### src/rtl/core/alir_pkg.sv
package alir_pkg;

  // Defaults for the top-level parameters.
  localparam int unsigned CAPACITY_DEF    = 64;
  localparam int unsigned ENTRY_WIDTH_DEF = 32;

  // The position bus inside the block is wide enough for the largest
  // supported capacity.
  localparam int unsigned CAPACITY_MAX = 4096;
  localparam int unsigned AT_W         = $clog2(CAPACITY_MAX + 1);

  // Field widths on the stream ports.
  localparam int unsigned OP_W     = 3;
  localparam int unsigned POS_W    = 7;
  localparam int unsigned WORD_W   = 32;
  localparam int unsigned COUNT_W  = 7;
  localparam int unsigned STATUS_W = 2;

  // Operation codes.
  localparam logic [OP_W-1:0] OP_INS_FRONT = 3'd0;
  localparam logic [OP_W-1:0] OP_INS_BACK  = 3'd1;
  localparam logic [OP_W-1:0] OP_INS_AT    = 3'd2;
  localparam logic [OP_W-1:0] OP_REM_FRONT = 3'd3;
  localparam logic [OP_W-1:0] OP_REM_BACK  = 3'd4;
  localparam logic [OP_W-1:0] OP_REM_AT    = 3'd5;
  localparam logic [OP_W-1:0] OP_READ_AT   = 3'd6;

  // Status codes.
  localparam logic [STATUS_W-1:0] ST_OK     = 2'd0;
  localparam logic [STATUS_W-1:0] ST_FULL   = 2'd1;
  localparam logic [STATUS_W-1:0] ST_BADPOS = 2'd2;
  localparam logic [STATUS_W-1:0] ST_EMPTY  = 2'd3;

  // Shift command broadcast to every cell of the row.
  typedef struct packed {
    logic            ins;
    logic            rem;
    logic [AT_W-1:0] at;
  } ctrl_t;

endpackage

### src/rtl/core/alir_cell.sv
module alir_cell #(
  parameter int unsigned INDEX       = 0,
  parameter int unsigned ENTRY_WIDTH = alir_pkg::ENTRY_WIDTH_DEF
) (
  input  logic                   clk_i,
  input  alir_pkg::ctrl_t        ctrl_i,
  input  logic [ENTRY_WIDTH-1:0] new_word_i,
  input  logic [ENTRY_WIDTH-1:0] left_word_i,
  input  logic [ENTRY_WIDTH-1:0] right_word_i,
  output logic [ENTRY_WIDTH-1:0] word_o,
  output logic [ENTRY_WIDTH-1:0] rd_word_o
);
  import alir_pkg::*;

  localparam logic [AT_W-1:0] Idx = AT_W'(INDEX);

  logic [ENTRY_WIDTH-1:0] word_d, word_q;

  // On insert, cells above the target take their lower neighbor and the
  // target cell takes the new word; on remove, cells from the target up
  // take their upper neighbor.
  always_comb begin
    word_d = word_q;
    if (ctrl_i.ins) begin
      if (Idx > ctrl_i.at) begin
        word_d = left_word_i;
      end else if (Idx == ctrl_i.at) begin
        word_d = new_word_i;
      end
    end else if (ctrl_i.rem) begin
      if (Idx >= ctrl_i.at) begin
        word_d = right_word_i;
      end
    end
  end

  always_ff @(posedge clk_i) begin
    word_q <= word_d;
  end

  assign word_o    = word_q;
  assign rd_word_o = (Idx == ctrl_i.at) ? word_q : '0;

endmodule

### config.mk
export PLATFORM = sky130hd
export DESIGN_NAME = alir_cell
export DESIGN_NICKNAME = d
export VERILOG_FILES = /design/src/rtl/core/alir_pkg.sv /design/src/rtl/core/alir_cell.sv
export SDC_FILE = /design/constraint.sdc
export NUM_CORES = 1
export LEC_CHECK = 0
export BUFFER_PORTS_ARGS = -buffer_cell sky130_fd_sc_hd__buf_2
export CORE_UTILIZATION = 32
export CTS_CLUSTER_SIZE = 20
export DETAILED_ROUTE_END_ITERATION = 7
export GPL_TIMING_DRIVEN = 0
export PLACE_DENSITY_LB_ADDON = 0.1
export SYNTH_ARGS = -nofsm -noshare
export SYNTH_HDL_FRONTEND = slang
export SYNTH_SLANG_ARGS = --single-unit
export TNS_END_PERCENT = 30
### constraint.sdc
create_clock -name clk_i -period 2.31 [get_ports clk_i]
set_input_delay 0.231 -clock clk_i [delete_from_list [all_inputs] [get_ports clk_i]]
set_output_delay 0.231 -clock clk_i [all_outputs]
set_load 0.02 [all_outputs]
==> metrics, run 1 <==
VDD IR-drop max 0.301 mV; CP max stage delay 0.54 ns; Die ar. 5710 um2; Post-Route Utilization 50.9%; largest net degree at the start of global routing 33; slowest stage cell, crit path or4_4; Mapped Cells 114; global routing met1 resource utilization 18.7%; grt met2 use 28.7%; antenna violations before repair 0; vias per cell 4.87; synth unique cells 11; Pwr Density 452 nW/um2; Placed Cells 326; clock root buffer clkbuf_8; TritonCTS clock tree done; Core Footprint 5170 um2; I/O pins 176; max FFs per register 32; Worst Tran Pin Value 0.621 ns; cell mode on critical path buf_6; post-route cell area 2640 um2; vias in the first global route 1499; RSZ-0062 raised after global routing no; Via Count 1633; Vert. Die Dim 75.5 um; first-pass GRT wire length 6770 um; type of origin of the critical path primary input; site row count 26; area grow syn2layout 52.3%; CTS H-Tree Depth 2; share of the clock period used by the worst path 88.4%; nature of the critical path endpoint primary output; fin nets 376; Rel. slew slack 58.6%; sequential area share after synthesis 55.5%; register bit total from synthesis 32; diodes inserted 0; CTS Buf Count 5; post-synth net total 226; Slew Limit Fails 0; met3 usage 4.89%; Pwr Total 0.00119 W; GRT Total Usage 16.4%; Initial Utilization 33.5%; IO buf count 142; Final Hold Viols 0; clock-pin slew on the worst setup and hold paths 0.06 ns; gr busiest metal met2; Routed WL 4920 um; max-cap viol count 0; layout cells sized above 1 71.7%; Crit Path Max Fanout 10; syn avg cell area 15.2 um2; final setup fails 0; status complete, no violations; fin crit period 2.04 ns; Pre-antenna DRT Iters 4; DP HPWL 3580 um; worst min path class primary input to flop; Non-Filler Instances 335; Area after DPL 2530 um2; worst-path cell chain buf_6 -> or4_4 -> nor4_4 -> buf_6 -> and4_1 -> buf_2; Warnings, synthesis 0; hold_buf cts 0; synthesized area 1730 um2; total grt overflow 0; Setup Buffers After CTS 0; worst path required time 2.08 ns; FILL cells 491; setup TNS 0 ns; CP arrival 1.81 ns; worst setup path class primary input to primary output; worst-case clock buffer depth 2; remaining antenna violation count 0; WL per Instance 14.7 um; Leakage 1.22 nW; Initial DRC Count 58; # clock sinks 32; die span in x 75.5 um; DRC Markers 0; Fmax 490 MHz; GPL Wtd Cong 0.642
what timing repair did:
| item | in CTS | in global routing |
|---|---|---|
| resized for setup | 2 | 1 |
| pin swaps | 2 | 0 |
| cloned | 0 | 1 |
| endpoints found under the setup margin | 32 | 32 |
cell usage after synthesis (all sizes together):
library cell   n  share of area [%]
nor4           2                1.6
mux2          32                 21
o2111a         1               0.65
or4            1               0.65
and4          32                 16
nor2           1               0.22
clkbuf        10                2.2
buf            3                2.0
edfxtp        32                 56
worst max-delay path, delay by kind of cell:
family        cells  cell delay [ns]
buf+inv           3             0.46
simple gates      3             1.13
layout make-up:
| class | instances | area [um2] | area share [%] |
|---|---|---|---|
| buffer | 13 | 71.3 | 2.71 |
| clock buffer | 7 | 76.3 | 2.90 |
| clock inverter | 1 | 3.75 | 0.142 |
| multi-input combinational | 70 | 718 | 27.3 |
| sequential | 32 | 961 | 36.5 |
| tap | 70 | 87.6 | 3.32 |
| timing repair buffer | 142 | 717 | 27.2 |
through the flow:
stage,worst slack (ns),hold WS [ns]
global placement,-0.366,0.535
detailed placement,-0.343,0.536
CTS,-0.0101,0.245
floorplan,0.153,0.451
finish,0.268,0.257
global route,0.154,0.245
logic make-up after synthesis:
logic type	after synthesis	share of synthesized area (%)
buffers and inverters	13	4.12
flip-flops	32	55.5
AO/OA/AOI/OAI	1	0.651
multiplexers	32	20.8
AND/OR/NAND/NOR	36	18.9
report_power, final:
part / leakage [nW] / internal [W] / switching [W] / total (W)
Clock: 0.0399 / 0.000209 / 0.000190 / 0.000399
Combinational: 0.892 / 0.0000909 / 0.0000577 / 0.000149
Sequential: 0.287 / 0.000643 / 0.0000000306 / 0.000643
Total: 1.22 / 0.000943 / 0.000247 / 0.00119
cells in the final DEF, fill, tap and decap left out:
cell	Yosys	final
clkbuf_1	10	12
and4_1	29	29
nor4_2	0	1
edfxtp_1	32	32
mux2_2	32	32
clkbuf_8	0	5
buf_6	3	4
or4_4	1	1
clkinv_1	0	1
buf_2	0	141
nor2_1	1	1
o2111a_2	0	2
nor4_4	1	1
and4_2	3	3
routing by layer:
metal  vias up  part of all wire [%]
li1        773                     -
met2        82                    50
met1       774                    42
met5         -                     0
met3         4                   7.4
met4         0                  0.73
path summary, 6_finish.rpt:
kind	start	to	depth (start not counted)	slack, ns
worst min-delay path	right_word_i[15]	word_o[15]$_DFFE_PP_	2	0.26
worst max-delay path	ctrl_i[12]	rd_word_o[5]	6	0.27
Note: power is estimated with default switching activity, not from simulation.
==> run 2: changes to the inputs <==
--- a/config.mk
+++ b/config.mk
@@ -11,6 +11,7 @@
 export DETAILED_ROUTE_END_ITERATION = 7
 export GPL_TIMING_DRIVEN = 0
 export PLACE_DENSITY_LB_ADDON = 0.1
+export REMOVE_ABC_BUFFERS = 1
 export SYNTH_ARGS = -nofsm -noshare
 export SYNTH_HDL_FRONTEND = slang
 export SYNTH_SLANG_ARGS = --single-unit
==> run 2 against run 1 <==
  * Utilization grew 0.27 points
  * Sequential share of layout area shrank 0.19 points
  * Combinational power is essentially flat
  * Fmax grew 3.2%
  * Non-clock buffer count shrank 6
  * Sequential power is essentially flat
  * Critical path depth is the same
  * First-iteration DRC count shrank 26%
  * Global-route usage grew 1.0 points
  * Sequential cell count is the same
  * Critical endpoint is now rd_word_o[31]
==> metrics, run 2 (synthesis results as in run 1) <==
commonest non-fill, non-tap cells in the layout buf_2 (143), mux2_2 (32), edfxtp_1 (32), and4_1 (29), clkbuf_8 (5); Seq. cell area 961 um2 (unchanged); hold worst-path end word_o[9]$_DFFE_PP_; Slew Limit Fails 0 (unchanged); GRT Total Usage 17.4% (+1.0 points); # clock sinks 32 (unchanged); Rel. slew slack 48.7% (-9.9 points); worst hold start new_word_i[9]; status complete, no violations; share of the clock period used by the worst path 85.6% (-2.8 points); commonest non-fill, non-tap cell in the layout buf_2; clock-pin slew on the worst setup and hold paths 0.06 ns (about the same); Initial DRC Count 43 (-26%); Initial Utilization 33.5% (unchanged); layout cells sized above 1 76.1% (+4.4 points); site row count 26 (unchanged); fin crit period 1.98 ns (-0.0636 ns); Final Hold Viols 0 (unchanged); Pre-antenna DRT Iters 4 (unchanged); first-pass GRT wire length 6980 um (+3.1%); Die ar. 5710 um2 (unchanged); nature of the critical path endpoint primary output; clock root buffer clkbuf_8; vias per cell 4.83 (-0.98%); largest net degree at the start of global routing 35 (+6.1%); remaining antenna violation count 0 (unchanged); family with the most delay on the worst path simple AND/OR/NAND/NOR gates; Pwr Total 0.00118 W (-0.63%); final hold slack 0.255 ns (-0.00162 ns); VDD IR-drop max 0.338 mV (+12%); DRC Markers 0 (unchanged); vias in the first global route 1356 (-9.5%); Post-Route Utilization 51.2% (+0.27 points); Via Count 1588 (-2.8%); CTS Buf Count 5 (unchanged); Worst Tran Pin Value 0.763 ns (+0.142 ns); WL per Instance 15.1 um (+2.5%); CTS H-Tree Depth 2 (unchanged); max FFs per register 32 (unchanged); Multi-input gate area 742 um2 (+3.3%); Core Footprint 5170 um2 (unchanged); diodes inserted 0 (unchanged); worst setup path class primary input to primary output; RSZ-0062 raised after global routing no; max-cap viol count 0 (unchanged); fin nets 371 (-1.3%); Pwr Density 447 nW/um2 (-1.1%); CP max stage delay 0.58 ns (+0.04 ns); Vert. Die Dim 75.5 um (unchanged); Crit Path Max Fanout 18 (+8); buffers and inverters on the worst path 3 (unchanged); I/O pins 176 (unchanged); worst-case clock buffer depth 2 (unchanged); type of origin of the critical path primary input; area grow syn2layout 53.1%; Leakage 1.23 nW (+1.0%); Fmax 506 MHz (+3.2%); worst hold stages 2 (unchanged); final setup fails 0 (unchanged); IO buf count 143 (+0.70%); worst-path cell chain buf_2 -> or4_4 -> nor4_4 -> buf_12 -> and4_2 -> buf_2; Routed WL 4960 um (+0.71%); cell mode on critical path buf_2; FILL cells 479 (-2.4%); worst min path class primary input to flop; die span in x 75.5 um (unchanged); slowest stage cell, crit path or4_4; TritonCTS clock tree done; DP HPWL 3340 um (-6.7%); total grt overflow 0 (unchanged); GPL Wtd Cong 0.666 (+3.7%); antenna violations before repair 0 (unchanged); worst path required time 2.08 ns (about the same); CP arrival 1.75 ns (-0.06 ns)
-- run 2: layer usage --
layer / up-vias / GRT usage (%) / routed length [um]
li1: 772 / - / -
met1: 722 / 19.1 / 2020
met3: 4 / 5.42 / 423
met4: 0 / 4.32 / 29
met2: 90 / 32.6 / 2480
met5: - / 0 / 0
-- run 2: timing repair --
item | CTS | global route
cloned | 2 | 0
endpoints found under the setup margin | 64 | 14
buffers inserted | 1 | 2
hold buffers | 0 | 0
gates resized for setup | 3 | 0
pin swaps | 3 | 1
-- run 2: final cells by class --
cell class | count | share of cell area (%)
clock buffer | 6 | 2.74
clock inverter | 1 | 0.189
multi-input combinational | 71 | 28.0
sequential | 32 | 36.3
tap | 70 | 3.31
timing repair buffer | 149 | 29.5
-- run 2: how the worst max path moves through the flow --
stage,startpoint,endpoint,slack (ns),cells past startpoint
6_report,ctrl_i[2],rd_word_o[31],0.33,6
5_1_grt,ctrl_i[9],rd_word_o[18],0.24,5
4_1_cts,ctrl_i[2],rd_word_o[24],0.04,5
3_5_place_dp,ctrl_i[2],word_o[23]$_DFFE_PP_,-1.32,4
3_3_place_gp,ctrl_i[9],word_o[23]$_DFFE_PP_,-2.81,3
2_1_floorplan,ctrl_i[9],word_o[0]$_DFFE_PP_,-1.03,2
-- run 2: where the power goes --
part	total [W]	internal [W]	switching, W
clock	0.000389	0.000204	0.000185
sequential	0.000643	0.000643	0.0000000312
combinational	0.000151	0.0000917	0.0000594
total	0.00118	0.000939	0.000244
-- run 2: stage by stage --
step                cells  area (um2)  worst slack (ns)  TNS, ns
finish                329        2650             0.332        0
global placement      314        2460             -2.81  -147.17
floorplan             101        1660             -1.03   -42.64
detailed placement    317        2500             -1.32   -50.92
CTS                   327        2630            0.0416        0
global route          329        2650             0.240        0
==> run 3: changes to the inputs <==
--- a/config.mk
+++ b/config.mk
@@ -5,12 +5,13 @@
 export SDC_FILE = /design/constraint.sdc
 export NUM_CORES = 1
 export LEC_CHECK = 0
+export ABC_AREA = 1
 export BUFFER_PORTS_ARGS = -buffer_cell sky130_fd_sc_hd__buf_2
 export CORE_UTILIZATION = 32
 export CTS_CLUSTER_SIZE = 20
 export DETAILED_ROUTE_END_ITERATION = 7
 export GPL_TIMING_DRIVEN = 0
-export PLACE_DENSITY_LB_ADDON = 0.1
+export PLACE_DENSITY = 0.73
 export REMOVE_ABC_BUFFERS = 1
 export SYNTH_ARGS = -nofsm -noshare
 export SYNTH_HDL_FRONTEND = slang
==> run 3 against run 2 <==
  * Final area decreased by 1.5%
  * Sequential power about the same
  * Final cell count up 11%
  * Sequential cell count unchanged
  * Total power fell by 0.89%
  * First-iteration DRC count shrank 33%
  * Global-route usage down 3.2 points
  * Combinational power fell by 15%
  * Largest power group unchanged
==> metrics, run 3 <==
register share of total power 54.8% (+0.4 points); CTS H-Tree Depth 2 (unchanged); fin nets 405 (+9.2%); Initial Utilization 33.9% (+0.49 points); setup TNS 0 ns (unchanged); Sw Ratio 19.9% (-0.78 points); Die ar. 5820 um2 (+2.0%); I/O pins 176 (unchanged); syn avg cell area 11.8 um2 (-22%); Core Footprint 5200 um2 (+0.63%); Worst Tran Pin Value 0.904 ns (+0.141 ns); commonest non-fill, non-tap cell in the layout buf_2; combinational power share 10.9% (-1.9 points); max-cap viol count 0 (unchanged); register bit total from synthesis 32 (unchanged); worst-case clock buffer depth 2 (unchanged); clock root buffer clkbuf_8; share of the clock period used by the worst path 87.9% (+2.3 points); Post-Route Utilization 50.1% (-1.1 points); synthesized area 1770 um2 (+2.1%); clock share of power 34.2% (+1.3 points); Pre-antenna DRT Iters 6 (+2); Via Count 1506 (-5.2%); Synth top cells by count inv_1 (33), edfxtp_1 (32), mux2_2 (32), nor2_2 (27), nor2_1 (11); DP HPWL 2920 um (-13%); Pwr Density 450 nW/um2 (+0.63%); status complete, no violations; worst hold stages 2 (unchanged); hold worst-path end word_o[8]$_DFFE_PP_; Routed WL 3900 um (-21%); die span in x 76.3 um (+1.0%); IO buf count 143 (unchanged); worst path required time 2.21 ns (+0.13 ns); P_sw 0.000233 W (-4.6%); main flop type after synthesis edfxtp_1; Final Hold Viols 0 (unchanged); sequential area share after synthesis 54.4% (-1.1 points); antenna violations before repair 0 (unchanged); fin crit period 2.03 ns (+0.0533 ns); worst hold start new_word_i[8]; total grt overflow 0 (unchanged); post-synth top area cell edfxtp_1; worst min path class primary input to flop; Warnings, synthesis 0 (unchanged); final setup fails 0 (unchanged); worst-path cell chain buf_2 -> or2_1 -> nor2_1 -> nand2_4 -> nor2_4; GRT Total Usage 14.3% (-3.2 points); type of origin of the critical path primary input; layout cells sized above 1 72.1% (-4.0 points); ranking of synthesized cells by area edfxtp_1 (54%), mux2_2 (20%), nor2_2 (9.6%); site row count 26 (unchanged); Initial DRC Count 29 (-33%); DRC Markers 0 (unchanged); area grow syn2layout 47.7%; CP arrival 1.93 ns (+0.18 ns); Fmax 492 MHz (-2.6%); Mapped Cells 150 (+32%); synth unique cells 11 (unchanged); first-pass GRT wire length 6550 um (-6.1%); remaining antenna violation count 0 (unchanged); Pint 0.000940 W (about the same); Rel. slew slack 39.6% (-9.1 points); CTS Buf Count 5 (unchanged); pre-CTS WS -0.379 ns (+0.937 ns); Leakage 1.35 nW (+9.2%); vias per cell 4.14 (-14%); worst setup path class primary input to flop; max FFs per register 32 (unchanged); CP max stage delay 0.84 ns (+0.26 ns); most common cell in the synthesized netlist inv_1; VDD IR-drop max 0.302 mV (-11%); RSZ-0062 raised after global routing no; Vert. Die Dim 76.3 um (+1.0%); slowest stage cell, crit path nor2_4; WL per Instance 10.7 um (-29%); GPL Wtd Cong 0.683 (+2.5%); setup ws final 0.279 ns (-0.0533 ns); largest net degree at the start of global routing 34 (-2.9%); diodes inserted 0 (unchanged); final hold slack 0.253 ns (-0.00236 ns); share of the synthesized area in the top cell type 54.4% (-1.1 points); nature of the critical path endpoint flop; Post-synth EDFFs 32 (unchanged); Slew Limit Fails 0 (unchanged); commonest non-fill, non-tap cells in the layout buf_2 (143), inv_1 (33), mux2_2 (32), edfxtp_1 (32), nor2_2 (27); vias in the first global route 1492 (+10%); clock-pin slew on the worst setup and hold paths 0.07 ns (about the same); TritonCTS clock tree done; # clock sinks 32 (unchanged); Crit Path Max Fanout 33 (+15); asr flop ratio synth 0% (unchanged)
[run 3: cell types whose count changed after synthesis, sizes merged, moves of 2 or more]
cell | before | now
inv | 0 | 33
nor2 | 1 | 41
buf | 3 | 7
nor4 | 2 | 0
clkbuf | 10 | 0
nand2 | 0 | 4
and4 | 32 | 0
[run 3: worst max path at each step]
| stage | from | cells after the start | slack (ns) | endpoint |
|---|---|---|---|---|
| 2_1_floorplan | ctrl_i[9] | 4 | -0.68 | word_o[0]$_DFFE_PP_ |
| 3_3_place_gp | ctrl_i[9] | 5 | -1.62 | word_o[12]$_DFFE_PP_ |
| 3_5_place_dp | ctrl_i[9] | 5 | -0.38 | word_o[16]$_DFFE_PP_ |
| 4_1_cts | ctrl_i[9] | 5 | 0.24 | word_o[17]$_DFFE_PP_ |
| 5_1_grt | ctrl_i[9] | 5 | 0.11 | word_o[2]$_DFFE_PP_ |
| 6_report | ctrl_i[9] | 5 | 0.28 | word_o[2]$_DFFE_PP_ |
[run 3: worst max-delay path, delay by kind of cell]
kind	cells	cell delay, ns
buffers and inverters	1	0.09
and+or+nand+nor	4	1.59
[run 3: through the flow]
step | power [W] | std cells | instance area, um2
after detailed placement | 0.000786 | 356 | 2520
after global placement | 0.000781 | 356 | 2520
after floorplan | 0.000706 | 143 | 1710
after global routing | 0.00122 | 364 | 2610
final | 0.00117 | 364 | 2610
after CTS | 0.00120 | 364 | 2610
[run 3: routing by layer]
layer  global-route usage [%]  part of all wire (%)  wire length (um)  vias up
li1                         -                     -                 -      761
met1                     14.8                    37              1450      648
met2                     26.1                    52              2020       89
met3                     4.79                   9.2               359        8
met4                     5.96                   1.7                66        0
met5                        0                     0                 0        -
[run 3: area by class of cell]
| cell class | count | area, um2 |
|---|---|---|
| Fill cell | 474 | 2600 |
| Sequential cell | 32 | 961 |
| Timing Repair Buffer | 143 | 716 |
| Multi-Input combinational cell | 78 | 641 |
| Inverter | 33 | 124 |
| Tap cell | 70 | 87.6 |
| Clock buffer | 7 | 76.3 |
| Clock inverter | 1 | 3.75 |
[run 3: logic make-up (layout without fill, tap and decap cells)]
kind of cell | Yosys count | count (layout) | synth area share, %
muxes | 32 | 32 | 20.4
buffers and inverters | 40 | 184 | 10.1
and+or+nand+nor | 46 | 46 | 15.2
DFF | 32 | 32 | 54.4
[run 3: power by group through the flow]
stage	registers, W	logic, W	clock network [W]
after floorplan	0.000656	0.0000505	0
after global placement	0.000656	0.000125	0
after detailed placement	0.000656	0.000130	0
after CTS	0.000643	0.000130	0.000423
after global routing	0.000643	0.000143	0.000439
final	0.000643	0.000128	0.000401
[run 3: timing repair]
item,4_1_cts,5_1_grt
endpoints found under the setup margin,32,0
buffers inserted,0,0
hold buffers,0,0
resized for setup,1,0
